==> src/ddm_pkg.sv <==
// Package with shared constants, command/status types and the CORDIC arctangent table.
package ddm_pkg;

  localparam int ANGLE_BITS_DEF = 16;
  localparam int CORDIC_STEPS   = 20;
  localparam int ITER_W         = 5;
  localparam int VEL_W          = 15;
  localparam int GAIN_Q15       = 19898;
  localparam int FULL_Q15       = 32768;
  localparam int MAX_SPEED_RST  = 500;
  localparam int RAMP_STEP_RST  = 16;
  localparam int CFG_IDX_W      = 8;
  localparam int CFG_DATA_W     = 16;

  // Register indexes on the configuration port.
  localparam logic [CFG_IDX_W-1:0] REG_MAX_SPEED = 8'd0;
  localparam logic [CFG_IDX_W-1:0] REG_RAMP_STEP = 8'd1;

  // Commands from the controller to the datapath.
  typedef struct packed {
    logic              load;      // capture a new command and seed the rotator
    logic              rotate;    // one CORDIC micro-rotation
    logic [ITER_W-1:0] iter;      // current micro-rotation index
    logic              map;       // quadrant map, sum/difference and clamp
    logic              mul_left;  // multiply left ratio by max speed
    logic              mul_right; // store left target, multiply right ratio
    logic              rnd_right; // store right target
    logic              tick;      // apply one ramp step to both wheels
  } ddm_cmd_t;

  // Status from the datapath to the controller.
  typedef struct packed {
    logic slot_free;  // output register can take a new transaction
  } ddm_status_t;

  // Arctangent of 2^-i in units of 2^-32 turn.
  function automatic logic [31:0] atan_turn(input logic [ITER_W-1:0] i);
    logic [31:0] v;
    unique case (i)
      5'd0:  v = 32'd536870912;
      5'd1:  v = 32'd316933406;
      5'd2:  v = 32'd167458907;
      5'd3:  v = 32'd85004756;
      5'd4:  v = 32'd42667331;
      5'd5:  v = 32'd21354465;
      5'd6:  v = 32'd10679838;
      5'd7:  v = 32'd5340245;
      5'd8:  v = 32'd2670163;
      5'd9:  v = 32'd1335087;
      5'd10: v = 32'd667544;
      5'd11: v = 32'd333772;
      5'd12: v = 32'd166886;
      5'd13: v = 32'd83443;
      5'd14: v = 32'd41722;
      5'd15: v = 32'd20861;
      5'd16: v = 32'd10430;
      5'd17: v = 32'd5215;
      5'd18: v = 32'd2608;
      5'd19: v = 32'd1304;
      default: v = 32'd0;
    endcase
    return v;
  endfunction

endpackage

==> src/ddm_ctrl.sv <==
// Controller state machine that sequences the mixer datapath.
module ddm_ctrl (
  input  logic             clk,
  input  logic             rst,
  input  logic             in_valid,
  input  logic             kind,
  output logic             in_stall,
  input  ddm_pkg::ddm_status_t status,
  output ddm_pkg::ddm_cmd_t    cmd
);

  typedef enum logic [2:0] {
    S_IDLE, S_ROTATE, S_MAP, S_MUL_L, S_MUL_R, S_RND_R, S_TICK
  } state_t;

  state_t                    state;
  logic [ddm_pkg::ITER_W-1:0] iter;
  logic                      accept;

  assign in_stall = (state != S_IDLE);
  assign accept   = in_valid && (state == S_IDLE);

  // Decode commands from the current state.
  always_comb begin
    cmd           = '0;
    cmd.load      = accept && !kind;
    cmd.rotate    = (state == S_ROTATE);
    cmd.iter      = iter;
    cmd.map       = (state == S_MAP);
    cmd.mul_left  = (state == S_MUL_L);
    cmd.mul_right = (state == S_MUL_R);
    cmd.rnd_right = (state == S_RND_R);
    cmd.tick      = (state == S_TICK) && status.slot_free;
  end

  // State and iteration counter.
  always_ff @(posedge clk) begin
    if (rst) begin
      state <= S_IDLE;
      iter  <= '0;
    end else begin
      unique case (state)
        S_IDLE: begin
          iter <= '0;
          if (accept) state <= kind ? S_TICK : S_ROTATE;
        end
        S_ROTATE: begin
          iter <= iter + 1'b1;
          if (iter == ddm_pkg::ITER_W'(ddm_pkg::CORDIC_STEPS - 1)) state <= S_MAP;
        end
        S_MAP:   state <= S_MUL_L;
        S_MUL_L: state <= S_MUL_R;
        S_MUL_R: state <= S_RND_R;
        S_RND_R: state <= S_IDLE;
        S_TICK: begin
          if (status.slot_free) state <= S_IDLE;
        end
        default: state <= S_IDLE;
      endcase
    end
  end

endmodule

==> src/ddm_datapath.sv <==
// Datapath: CORDIC rotator, wheel mixing, target scaling, velocity ramp and output register.
module ddm_datapath #(
  parameter int ANGLE_BITS = ddm_pkg::ANGLE_BITS_DEF
) (
  input  logic                             clk,
  input  logic                             rst,
  input  ddm_pkg::ddm_cmd_t                cmd,
  output ddm_pkg::ddm_status_t             status,
  input  logic [15:0]                      speed_fraction,
  input  logic [15:0]                      heading,
  input  logic                             cfg_valid,
  input  logic [ddm_pkg::CFG_IDX_W-1:0]    cfg_index,
  input  logic [ddm_pkg::CFG_DATA_W-1:0]   cfg_data,
  output logic                             out_valid,
  input  logic                             out_stall,
  output logic signed [ddm_pkg::VEL_W-1:0] left_velocity,
  output logic signed [ddm_pkg::VEL_W-1:0] right_velocity,
  output logic                             left_updated,
  output logic                             right_updated
);

  localparam int VW = ddm_pkg::VEL_W;
  // Angle bits below the kept resolution are dropped.
  localparam logic [31:0] ZMASK = ~((32'd1 << (32 - ANGLE_BITS)) - 32'd1);

  // Configuration registers.
  logic [9:0]  max_speed;
  logic [13:0] ramp_step;

  always_ff @(posedge clk) begin
    if (rst) begin
      max_speed <= 10'(ddm_pkg::MAX_SPEED_RST);
      ramp_step <= 14'(ddm_pkg::RAMP_STEP_RST);
    end else if (cfg_valid) begin
      if (cfg_index == ddm_pkg::REG_MAX_SPEED) max_speed <= cfg_data[9:0];
      else if (cfg_index == ddm_pkg::REG_RAMP_STEP) ramp_step <= cfg_data[13:0];
    end
  end

  // CORDIC rotator.
  logic signed [33:0] x, y, z;
  logic [1:0]         quad;
  logic [15:0]        rho;
  logic [30:0]        x_seed;
  logic [31:0]        z_seed;
  logic signed [33:0] dx, dy, atn;

  assign rho    = (speed_fraction > 16'(ddm_pkg::FULL_Q15)) ?
                  16'(ddm_pkg::FULL_Q15) : speed_fraction;
  assign x_seed = 31'(rho) * 31'(ddm_pkg::GAIN_Q15);
  assign z_seed = {2'b00, heading[13:0], 16'b0} & ZMASK;
  assign dx     = y >>> cmd.iter;
  assign dy     = x >>> cmd.iter;
  assign atn    = signed'({2'b00, ddm_pkg::atan_turn(cmd.iter)});

  always_ff @(posedge clk) begin
    if (cmd.load) begin
      x    <= signed'({3'b000, x_seed});
      y    <= '0;
      z    <= signed'({2'b00, z_seed});
      quad <= heading[15:14];
    end else if (cmd.rotate) begin
      if (!z[33]) begin
        x <= x - dx;
        y <= y + dy;
        z <= z - atn;
      end else begin
        x <= x + dx;
        y <= y - dy;
        z <= z + atn;
      end
    end
  end

  // Quadrant map, sum and difference, clamp to plus or minus one in Q30.
  logic signed [34:0] xr, yr, diff, sum;
  logic signed [31:0] ratio_l, ratio_r;

  function automatic logic signed [31:0] clamp_unit(input logic signed [34:0] v);
    logic signed [31:0] r;
    if (v > 35'sd1073741824) r = 32'sd1073741824;
    else if (v < -35'sd1073741824) r = -32'sd1073741824;
    else r = v[31:0];
    return r;
  endfunction

  always_comb begin
    unique case (quad)
      2'd0: begin xr = 35'(x);  yr = 35'(y);  end
      2'd1: begin xr = -35'(y); yr = 35'(x);  end
      2'd2: begin xr = -35'(x); yr = -35'(y); end
      default: begin xr = 35'(y); yr = -35'(x); end
    endcase
    diff = xr - yr;
    sum  = xr + yr;
  end

  always_ff @(posedge clk) begin
    if (cmd.map) begin
      ratio_l <= clamp_unit(diff);
      ratio_r <= clamp_unit(sum);
    end
  end

  // Shared multiplier and rounding to nearest, ties away from zero.
  logic signed [42:0] prod;
  logic signed [31:0] mul_a;
  logic [42:0]        mag, mag_rnd;
  logic signed [VW-1:0] rnd_target;

  assign mul_a   = cmd.mul_right ? ratio_r : ratio_l;
  assign mag     = prod[42] ? 43'(-prod) : 43'(prod);
  assign mag_rnd = mag + (43'd1 << 25);
  assign rnd_target = prod[42] ? -signed'(mag_rnd[26+VW-1:26]) : signed'(mag_rnd[26+VW-1:26]);

  always_ff @(posedge clk) begin
    if (cmd.mul_left || cmd.mul_right) prod <= 43'(mul_a) * signed'(43'({1'b0, max_speed}));
  end

  // Wheel targets and current velocities.
  logic signed [VW-1:0] left_target, right_target, left_current, right_current;
  logic signed [VW-1:0] left_ramped, right_ramped;
  logic [13:0]          step;
  logic                 lu, ru;

  function automatic logic signed [VW-1:0] ramp(input logic signed [VW-1:0] cur,
                                               input logic signed [VW-1:0] tgt,
                                               input logic [13:0] st);
    logic signed [VW+1:0] d, s;
    logic signed [VW-1:0] r;
    s = signed'((VW+2)'(st));
    if (tgt > cur) begin
      d = (VW+2)'(tgt) - (VW+2)'(cur);
      r = (d > s) ? VW'((VW+2)'(cur) + s) : tgt;
    end else begin
      d = (VW+2)'(cur) - (VW+2)'(tgt);
      r = (d > s) ? VW'((VW+2)'(cur) - s) : tgt;
    end
    return r;
  endfunction

  assign step         = (ramp_step == 14'd0) ? 14'd1 : ramp_step;
  assign lu           = left_current != left_target;
  assign ru           = right_current != right_target;
  assign left_ramped  = ramp(left_current, left_target, step);
  assign right_ramped = ramp(right_current, right_target, step);
  assign status.slot_free = !out_valid || !out_stall;

  always_ff @(posedge clk) begin
    if (rst) begin
      left_target   <= '0;
      right_target  <= '0;
      left_current  <= '0;
      right_current <= '0;
    end else begin
      if (cmd.mul_right) left_target <= rnd_target;
      if (cmd.rnd_right) right_target <= rnd_target;
      if (cmd.tick) begin
        if (lu) left_current <= left_ramped;
        if (ru) right_current <= right_ramped;
      end
    end
  end

  // Output register: one transaction per tick that moved a wheel.
  always_ff @(posedge clk) begin
    if (rst) begin
      out_valid <= 1'b0;
    end else if (cmd.tick && (lu || ru)) begin
      out_valid <= 1'b1;
    end else if (!out_stall) begin
      out_valid <= 1'b0;
    end
  end

  always_ff @(posedge clk) begin
    if (cmd.tick && (lu || ru)) begin
      left_velocity  <= lu ? left_ramped : left_current;
      right_velocity <= ru ? right_ramped : right_current;
      left_updated   <= lu;
      right_updated  <= ru;
    end
  end

endmodule

==> src/diff_drive_mixer_with_ramp.sv <==
// Top level of the differential-drive mixer with velocity ramp.
// A motion command is accepted, then runs 20 CORDIC micro-rotations on one shared
// shift-add unit, a mixing/clamp step and left/right scaling on one shared multiplier.
// A tick is accepted, then ramps both wheels, waiting only while the output is stalled.
// Input is taken one transaction at a time; results sit in an output register.
// Synchronous reset clears targets and velocities to zero and loads default registers.
module diff_drive_mixer_with_ramp #(
  parameter int ANGLE_BITS = ddm_pkg::ANGLE_BITS_DEF
) (
  input  logic                             clk,
  input  logic                             rst,
  input  logic                             in_valid,
  output logic                             in_stall,
  input  logic                             kind,
  input  logic [15:0]                      speed_fraction,
  input  logic [15:0]                      heading,
  input  logic                             cfg_valid,
  output logic                             cfg_ready,
  input  logic [ddm_pkg::CFG_IDX_W-1:0]    cfg_index,
  input  logic [ddm_pkg::CFG_DATA_W-1:0]   cfg_data,
  output logic                             out_valid,
  input  logic                             out_stall,
  output logic signed [ddm_pkg::VEL_W-1:0] left_velocity,
  output logic signed [ddm_pkg::VEL_W-1:0] right_velocity,
  output logic                             left_updated,
  output logic                             right_updated
);

  ddm_pkg::ddm_cmd_t    cmd;
  ddm_pkg::ddm_status_t status;

  assign cfg_ready = 1'b1;

  ddm_ctrl u_ctrl (
    .clk      (clk),
    .rst      (rst),
    .in_valid (in_valid),
    .kind     (kind),
    .in_stall (in_stall),
    .status   (status),
    .cmd      (cmd)
  );

  ddm_datapath #(.ANGLE_BITS(ANGLE_BITS)) u_dp (
    .clk            (clk),
    .rst            (rst),
    .cmd            (cmd),
    .status         (status),
    .speed_fraction (speed_fraction),
    .heading        (heading),
    .cfg_valid      (cfg_valid),
    .cfg_index      (cfg_index),
    .cfg_data       (cfg_data),
    .out_valid      (out_valid),
    .out_stall      (out_stall),
    .left_velocity  (left_velocity),
    .right_velocity (right_velocity),
    .left_updated   (left_updated),
    .right_updated  (right_updated)
  );

endmodule

==> config.mk <==
export PLATFORM = sky130hd
export DESIGN_NAME = diff_drive_mixer_with_ramp
export DESIGN_NICKNAME = d
export VERILOG_FILES = /design/src/ddm_pkg.sv /design/src/ddm_ctrl.sv /design/src/ddm_datapath.sv /design/src/diff_drive_mixer_with_ramp.sv
export SDC_FILE = /design/constraint.sdc
export NUM_CORES = 2
export LEC_CHECK = 0
export BUFFER_PORTS_ARGS = -buffer_cell sky130_fd_sc_hd__buf_2
export CAP_MARGIN = 20
export CORE_AREA = 2 2 359 361
export CTS_CLUSTER_DIAMETER = 40
export CTS_CLUSTER_SIZE = 8
export DETAILED_ROUTE_END_ITERATION = 8
export DIE_AREA = 0 0 361 363
export PLACE_DENSITY = 0.6
export SETUP_SLACK_MARGIN = 0.1
export SYNTH_ARGS = -nofsm -noshare
export SYNTH_HDL_FRONTEND = slang
export SYNTH_SLANG_ARGS = --single-unit
==> constraint.sdc <==
create_clock -name clk -period 19.68 [get_ports clk]
set_input_delay 3.936 -clock clk [delete_from_list [all_inputs] [get_ports clk]]
set_output_delay 3.936 -clock clk [all_outputs]
set_load 0.03 [all_outputs]
=== Word-level counts from Yosys, hierarchy flattened ===
Memories as Yosys holds them, arrays and structs flattened. A register that Yosys moved wholly into a read port is not among the register bits.
Cells that the tools add are included.
W data, S select, Z words.

* Register bits after elaboration: 336
* Bits in latches: 0
* Memory bits (writable): 0
* Bits in read-only memories: 960
* Word-level logic and storage cells: 135
* Memories: 1

{| class="wikitable"
|+ Memory list
! memory !! words !! bits a word !! read ports !! clocked after memory_dff !! write ports !! line !! text
|-
| (name not given) || 32 || 30 || 1 || 1 || 0 || ddm_pkg.sv:39 || <nowiki>unique case (i)</nowiki>
|}

* Add/subtract/negate cells: 22
* Multipliers: 2
* Divide/modulo/power cells: 0
* $lt $le $gt $ge: 11
* Equality and inequality tests: 16
* Shifts and indexed selects: 2
* Multiplexer cells: 34
* Bitwise logic cells: 1
* Reductions and logical operators: 22

{| class="wikitable"
|+ Operator list
! operator !! number
|-
| $pmux W35 S3 || 2
|-
| $mux W15 || 9
|-
| $mux W34 || 3
|-
| $mux W32 || 3
|-
| $gt A35 B32 Y1 const B || 2
|-
| $lt A35 B31 Y1 const B || 2
|-
| $neg A34 Y35 || 2
|-
| $add A34 B34 Y34 || 2
|-
| $gt A17 B15 Y1 || 4
|-
| $sshr A34 B5 Y34 || 2
|-
| $sub A34 B34 Y34 || 2
|-
| $sub A15 B15 Y16 || 4
|-
| $mux W31 || 2
|-
| $mux W30 || 2
|-
| $mul A32 B11 Y43 || 1
|-
| $add A41 B26 Y41 const B || 1
|-
| $mux W41 || 1
|-
| $neg A41 Y41 || 1
|-
| $add A35 B35 Y35 || 1
|-
| $sub A35 B35 Y35 || 1
|-
| $add A34 B33 Y34 || 1
|-
| $sub A34 B33 Y34 || 1
|-
| $add A15 B15 Y15 || 2
|-
| $gt A15 B15 Y1 || 2
|-
| other kinds (34) || 57
|}

=== Depth between registers and ports, before layout ===
* Word-level depth: 6
* Gate-level depth with buffers: 29
* Depth with buffers taken out: 26

=== By module ===
Synthesis repeated with hierarchy kept, for this count alone.

* Cell total of the unflattened synthesis: 6634
* Area total of the unflattened synthesis: 55306.8 um2

{| class="wikitable"
|+ By module, submodules not included
! module !! times used !! cells each !! area an instance (um2) !! seq. area each (um2)
|-
| ddm_datapath || 1 || 6571 || 54800.1 || 8388.0
|-
| ddm_ctrl || 1 || 61 || 495.5 || 160.2
|-
| diff_drive_mixer_with_ramp || 1 || 2 || 11.3 || 0.0
|}

=== Least setup slack after synthesis ===
OpenSTA, ideal clock, no wires.

* Path kind: input-to-reg
* Start: input port speed_fraction[15]
* End: register u_dp.x[30], data pin
* Data arrival time: 10.007 ns
* Setup slack: 9.401 ns
* Cell stages on the path: 24
* Buffers on the path: 0
* Path through: clkinv_1 -> a41oi_1 -> nor2b_1 -> ha_1 -> inv_1 -> fa_1 -> fa_1 -> inv_1 -> fa_1 -> fa_1 -> inv_1 -> fa_1 -> inv_1 -> ha_1 -> a21o_1 -> a21o_1 -> a21oi_1 -> o41a_1 -> o31ai_1 -> a41oi_1 -> o211ai_1 -> o41ai_1 -> xnor2_1 -> o22ai_1

* Cells in the longest elaborated chain, start to end: 4

{| class="wikitable"
|+ RTL lines
! what !! line !! text
|-
| start: declaration || diff_drive_mixer_with_ramp.sv:15 || <nowiki>input logic [15:0] speed_fraction,</nowiki>
|-
| $gt A16 B16 Y1 || ddm_datapath.sv:48 || <nowiki>assign rho = (speed_fraction > 16'(ddm_pkg::FULL_Q15)) ?</nowiki>
|-
| $mux W16 * || ddm_datapath.sv:48 ||
|-
| $mul A16 B14 Y30 * || ddm_datapath.sv:50 || <nowiki>assign x_seed = 31'(rho) * 31'(ddm_pkg::GAIN_Q15);</nowiki>
|-
| $mux W31 * || ddm_datapath.sv:57 || <nowiki>if (cmd.load) begin</nowiki>
|-
| end signal: assignment || ddm_datapath.sv:58 || <nowiki>x <= signed'({3'b000, x_seed});</nowiki>
|-
| end signal: assignment || ddm_datapath.sv:64 || <nowiki>x <= x - dx;</nowiki>
|-
| end signal: assignment || ddm_datapath.sv:68 || <nowiki>x <= x + dx;</nowiki>
|-
| end: declaration || ddm_datapath.sv:41 || <nowiki>logic signed [33:0] x, y, z;</nowiki>
|}

Mark *: on every way between the ends. The rest lies on a longest branch, timed or not.
A chain may end at the register's enable or synchronous reset.

=== Worst setup path in the final report ===
Ends and elaborated chain as after synthesis.

==> impl_metrics.toml <==
[die]
die_area_um2 = 131000
die_h_um = 363
die_w_um = 361
ios = 97
core-area_um2 = 127000
row_count = 131
initial_core_util_pct = 44.7

[synth]
synthArstFlopShare_pct = 0
synth.area.top_cells = "fa_1, ha_1, edfxtp_1"
synth-edff-count = 184
ys_seq_area_share_pct = 16.1
netlist.area_leader.share_pct = 13.1
netlist-cell-type-count = 96
syn_area_per_cell_um2 = 8.14
ys_ff_latch = 365
synthesis.area_um2 = 56800
synth_area_leader_cell = "fa_1"
synthFlopType = "edfxtp_1"
synth_cells = 6969
synth_warnings = 0

[detailed_routing]
wl_per_cell_um = 20.7
met3_length_um = 10500
wl_met2_um = 81000
post-route-drc-count = 0
wl_met1_um = 79200
routed_via_density = 5.92
drtAntennaViolNets = 0
highest_layer = "met5"
drtIter0Drc = 4155
vias = 50800
firstDrtPassIters = 6
wirelength_um = 177000

[timing]
final_hold_viol_count = 0
setup_tns_ns = 0
finalClockSkew_ns = 0.0340
whs_ns = 0.461
slew_headroom_pct = 21.5
slew_violations = 0
rsz0062_at_grt = "false"
fin_crit_sh_pct = 56.3
max_freq_mhz = 90.2
post-route-min-period_ns = 11.09
tightest_slew_ns = 1.15
setup_viol = 0

[cts]
root_buffer = "clkbuf_16"
clk_latency_ns = 0.67
clk_pin_slew_worst_paths_ns = 0.05
cts_hold_buf = 0
cts_tree = "built"
numClockSinks = 365
ctsResizeCount = 0
htreeDepth = 3
post_cts_buffers = 0
ctsLongestPathBuffers = 3
cts_buffers = 80

[critical_path]
path_class = "input pin to flip-flop"
path_common_cell = "fa_1"
worst_path_largest_cell_delay_ns = 0.66
cp_slowest_cell = "a41oi_1"
end_kind = "flip-flop"
critPathMaxFanout = 12
cp.arrival_ns = 11.45
crit_required_ns = 20.04
start_kind = "input pin"

[global_routing]
overflow = 0
grt_pass1_vias = 49400
grt_max_degree = 104
grt_pass1_wl_um = 281000
grt_usage_pct = 26.8
antenna_found_initial = 5

[min_path]
min_path_type = "flip-flop to flip-flop"

[cells_and_area]
drive_above_1_share_pct = 7.81
final_nets = 7847
area_delta_synth_final_pct = 8.03
fillers = 12400

[placement]
gp_congestion = 0.989
portBuffers = 93
hpwl_um = 139000

[run]
cap_violations = 0

[status]
outcome = "completed"
==> cell families after synthesis <==
logic type	synth area share, %
fa+ha+maj	25.5
other cells	0.0132
flops	16.1
simple gates	18.0
xor+xnor	7.02
buf+inv	7.15
compound gates	19.7
mux	6.43
==> layout by cell type (no fill, tap or decap), drive strengths merged, types with 120 or more instances in the layout <==
| cell type | instances |
|---|---|
| inv | 700 |
| buf | 164 |
| a21o | 120 |
| nand2 | 767 |
| fa | 371 |
| xor2 | 186 |
| nor2 | 493 |
| edfxtp | 184 |
| nor3 | 137 |
| ha | 562 |
| o21ai | 386 |
| dfxtp | 181 |
| and2 | 146 |
| a21oi | 485 |
| xnor2 | 269 |
==> area by class of cell <==
class	instances	area, µm²	area share, %
Multi-Input combinational cell	5535	43600	71.2
Sequential cell	365	9160	14.9
Inverter	706	2650	4.32
Clock buffer	99	2100	3.43
Tap cell	1662	2080	3.39
Timing Repair Buffer	164	1020	1.67
Clock inverter	47	648	1.06
Antenna cell	2	5.00	0.00816
==> synth_stat cells, types with 48 or more instances <==
master,instances
xnor2_1,269
a211oi_1,68
o21a_1,51
edfxtp_1,184
clkbuf_1,305
mux4_2,80
xor2_1,186
o21bai_1,67
and3_1,48
dfxtp_1,181
nand2_1,767
o21ai_0,385
and2_1,144
inv_1,696
nand3_1,118
a21oi_1,485
nor4_1,66
nor2b_1,85
o22ai_1,53
nor3_1,136
mux2_2,71
nand2b_1,82
nor2_1,493
ha_1,562
a31oi_1,55
fa_1,371
a21o_1,120
o31ai_1,60
mux2i_1,105
==> registers in the layout (all words and copies together), names as in the netlist, 15 cells and up <==
name                 flops
u_dp.ratio_r            32
u_dp.left_velocity      15
u_dp.y                  34
u_dp.right_target       15
u_dp.prod               42
u_dp.left_target        15
u_dp.ratio_l            32
u_dp.x                  34
u_dp.right_velocity     15
u_dp.atn                30
u_dp.left_current       15
u_dp.right_current      15
u_dp.z                  34
==> critical path: cells and delay by family <==
kind | cells | cell delay (ns)
adder cells (fa/ha/maj) | 7 | 3.31
AO/OA/AOI/OAI | 10 | 2.75
buffers and inverters | 6 | 0.90
AND/OR/NAND/NOR | 1 | 0.36
XOR/XNOR | 1 | 0.18
==> through the flow <==
step           instances  area, µm²  util [%]  setup WS (ns)
2_1_floorplan       6971      56800         -           9.40
3_3_place_gp        8429      58500      46.1           8.05
3_5_place_dp        8432      58600      46.1           7.99
4_1_cts             8578      61300      48.3           8.65
5_1_grt             8579      61300      48.3           8.08
6_report            8580      61300      48.3           8.59
==> layer usage <==
metal | vias to the layer above | global-route usage, %
met1 | 24700 | 36.3
met2 | 1603 | 43.7
met3 | 311 | 3.87
li1 | 24200 | -
met4 | 2 | 9.28
met5 | - | 0
==> final timing paths <==
kind | slack [ns] | endpoint | from | cells past startpoint
max | 8.59 | u_dp.x[30]$_DFFE_PP_ | speed_fraction[15] | 25
min | 0.46 | u_dp.z[0]$_SDFFE_PP0P_ | u_dp.z[0]$_SDFFE_PP0P_ | 2
min reg2reg | 0.46 | u_dp.z[0]$_SDFFE_PP0P_ | u_dp.z[0]$_SDFFE_PP0P_ | 2
max reg2reg | 10.94 | u_dp.prod[39]$_DFFE_PP_ | u_ctrl.state[0]$_SDFFE_PP0P_ | 24
Power is not shown: default switching activity piles up to over one toggle a cycle in this logic, so the estimate is an artifact.
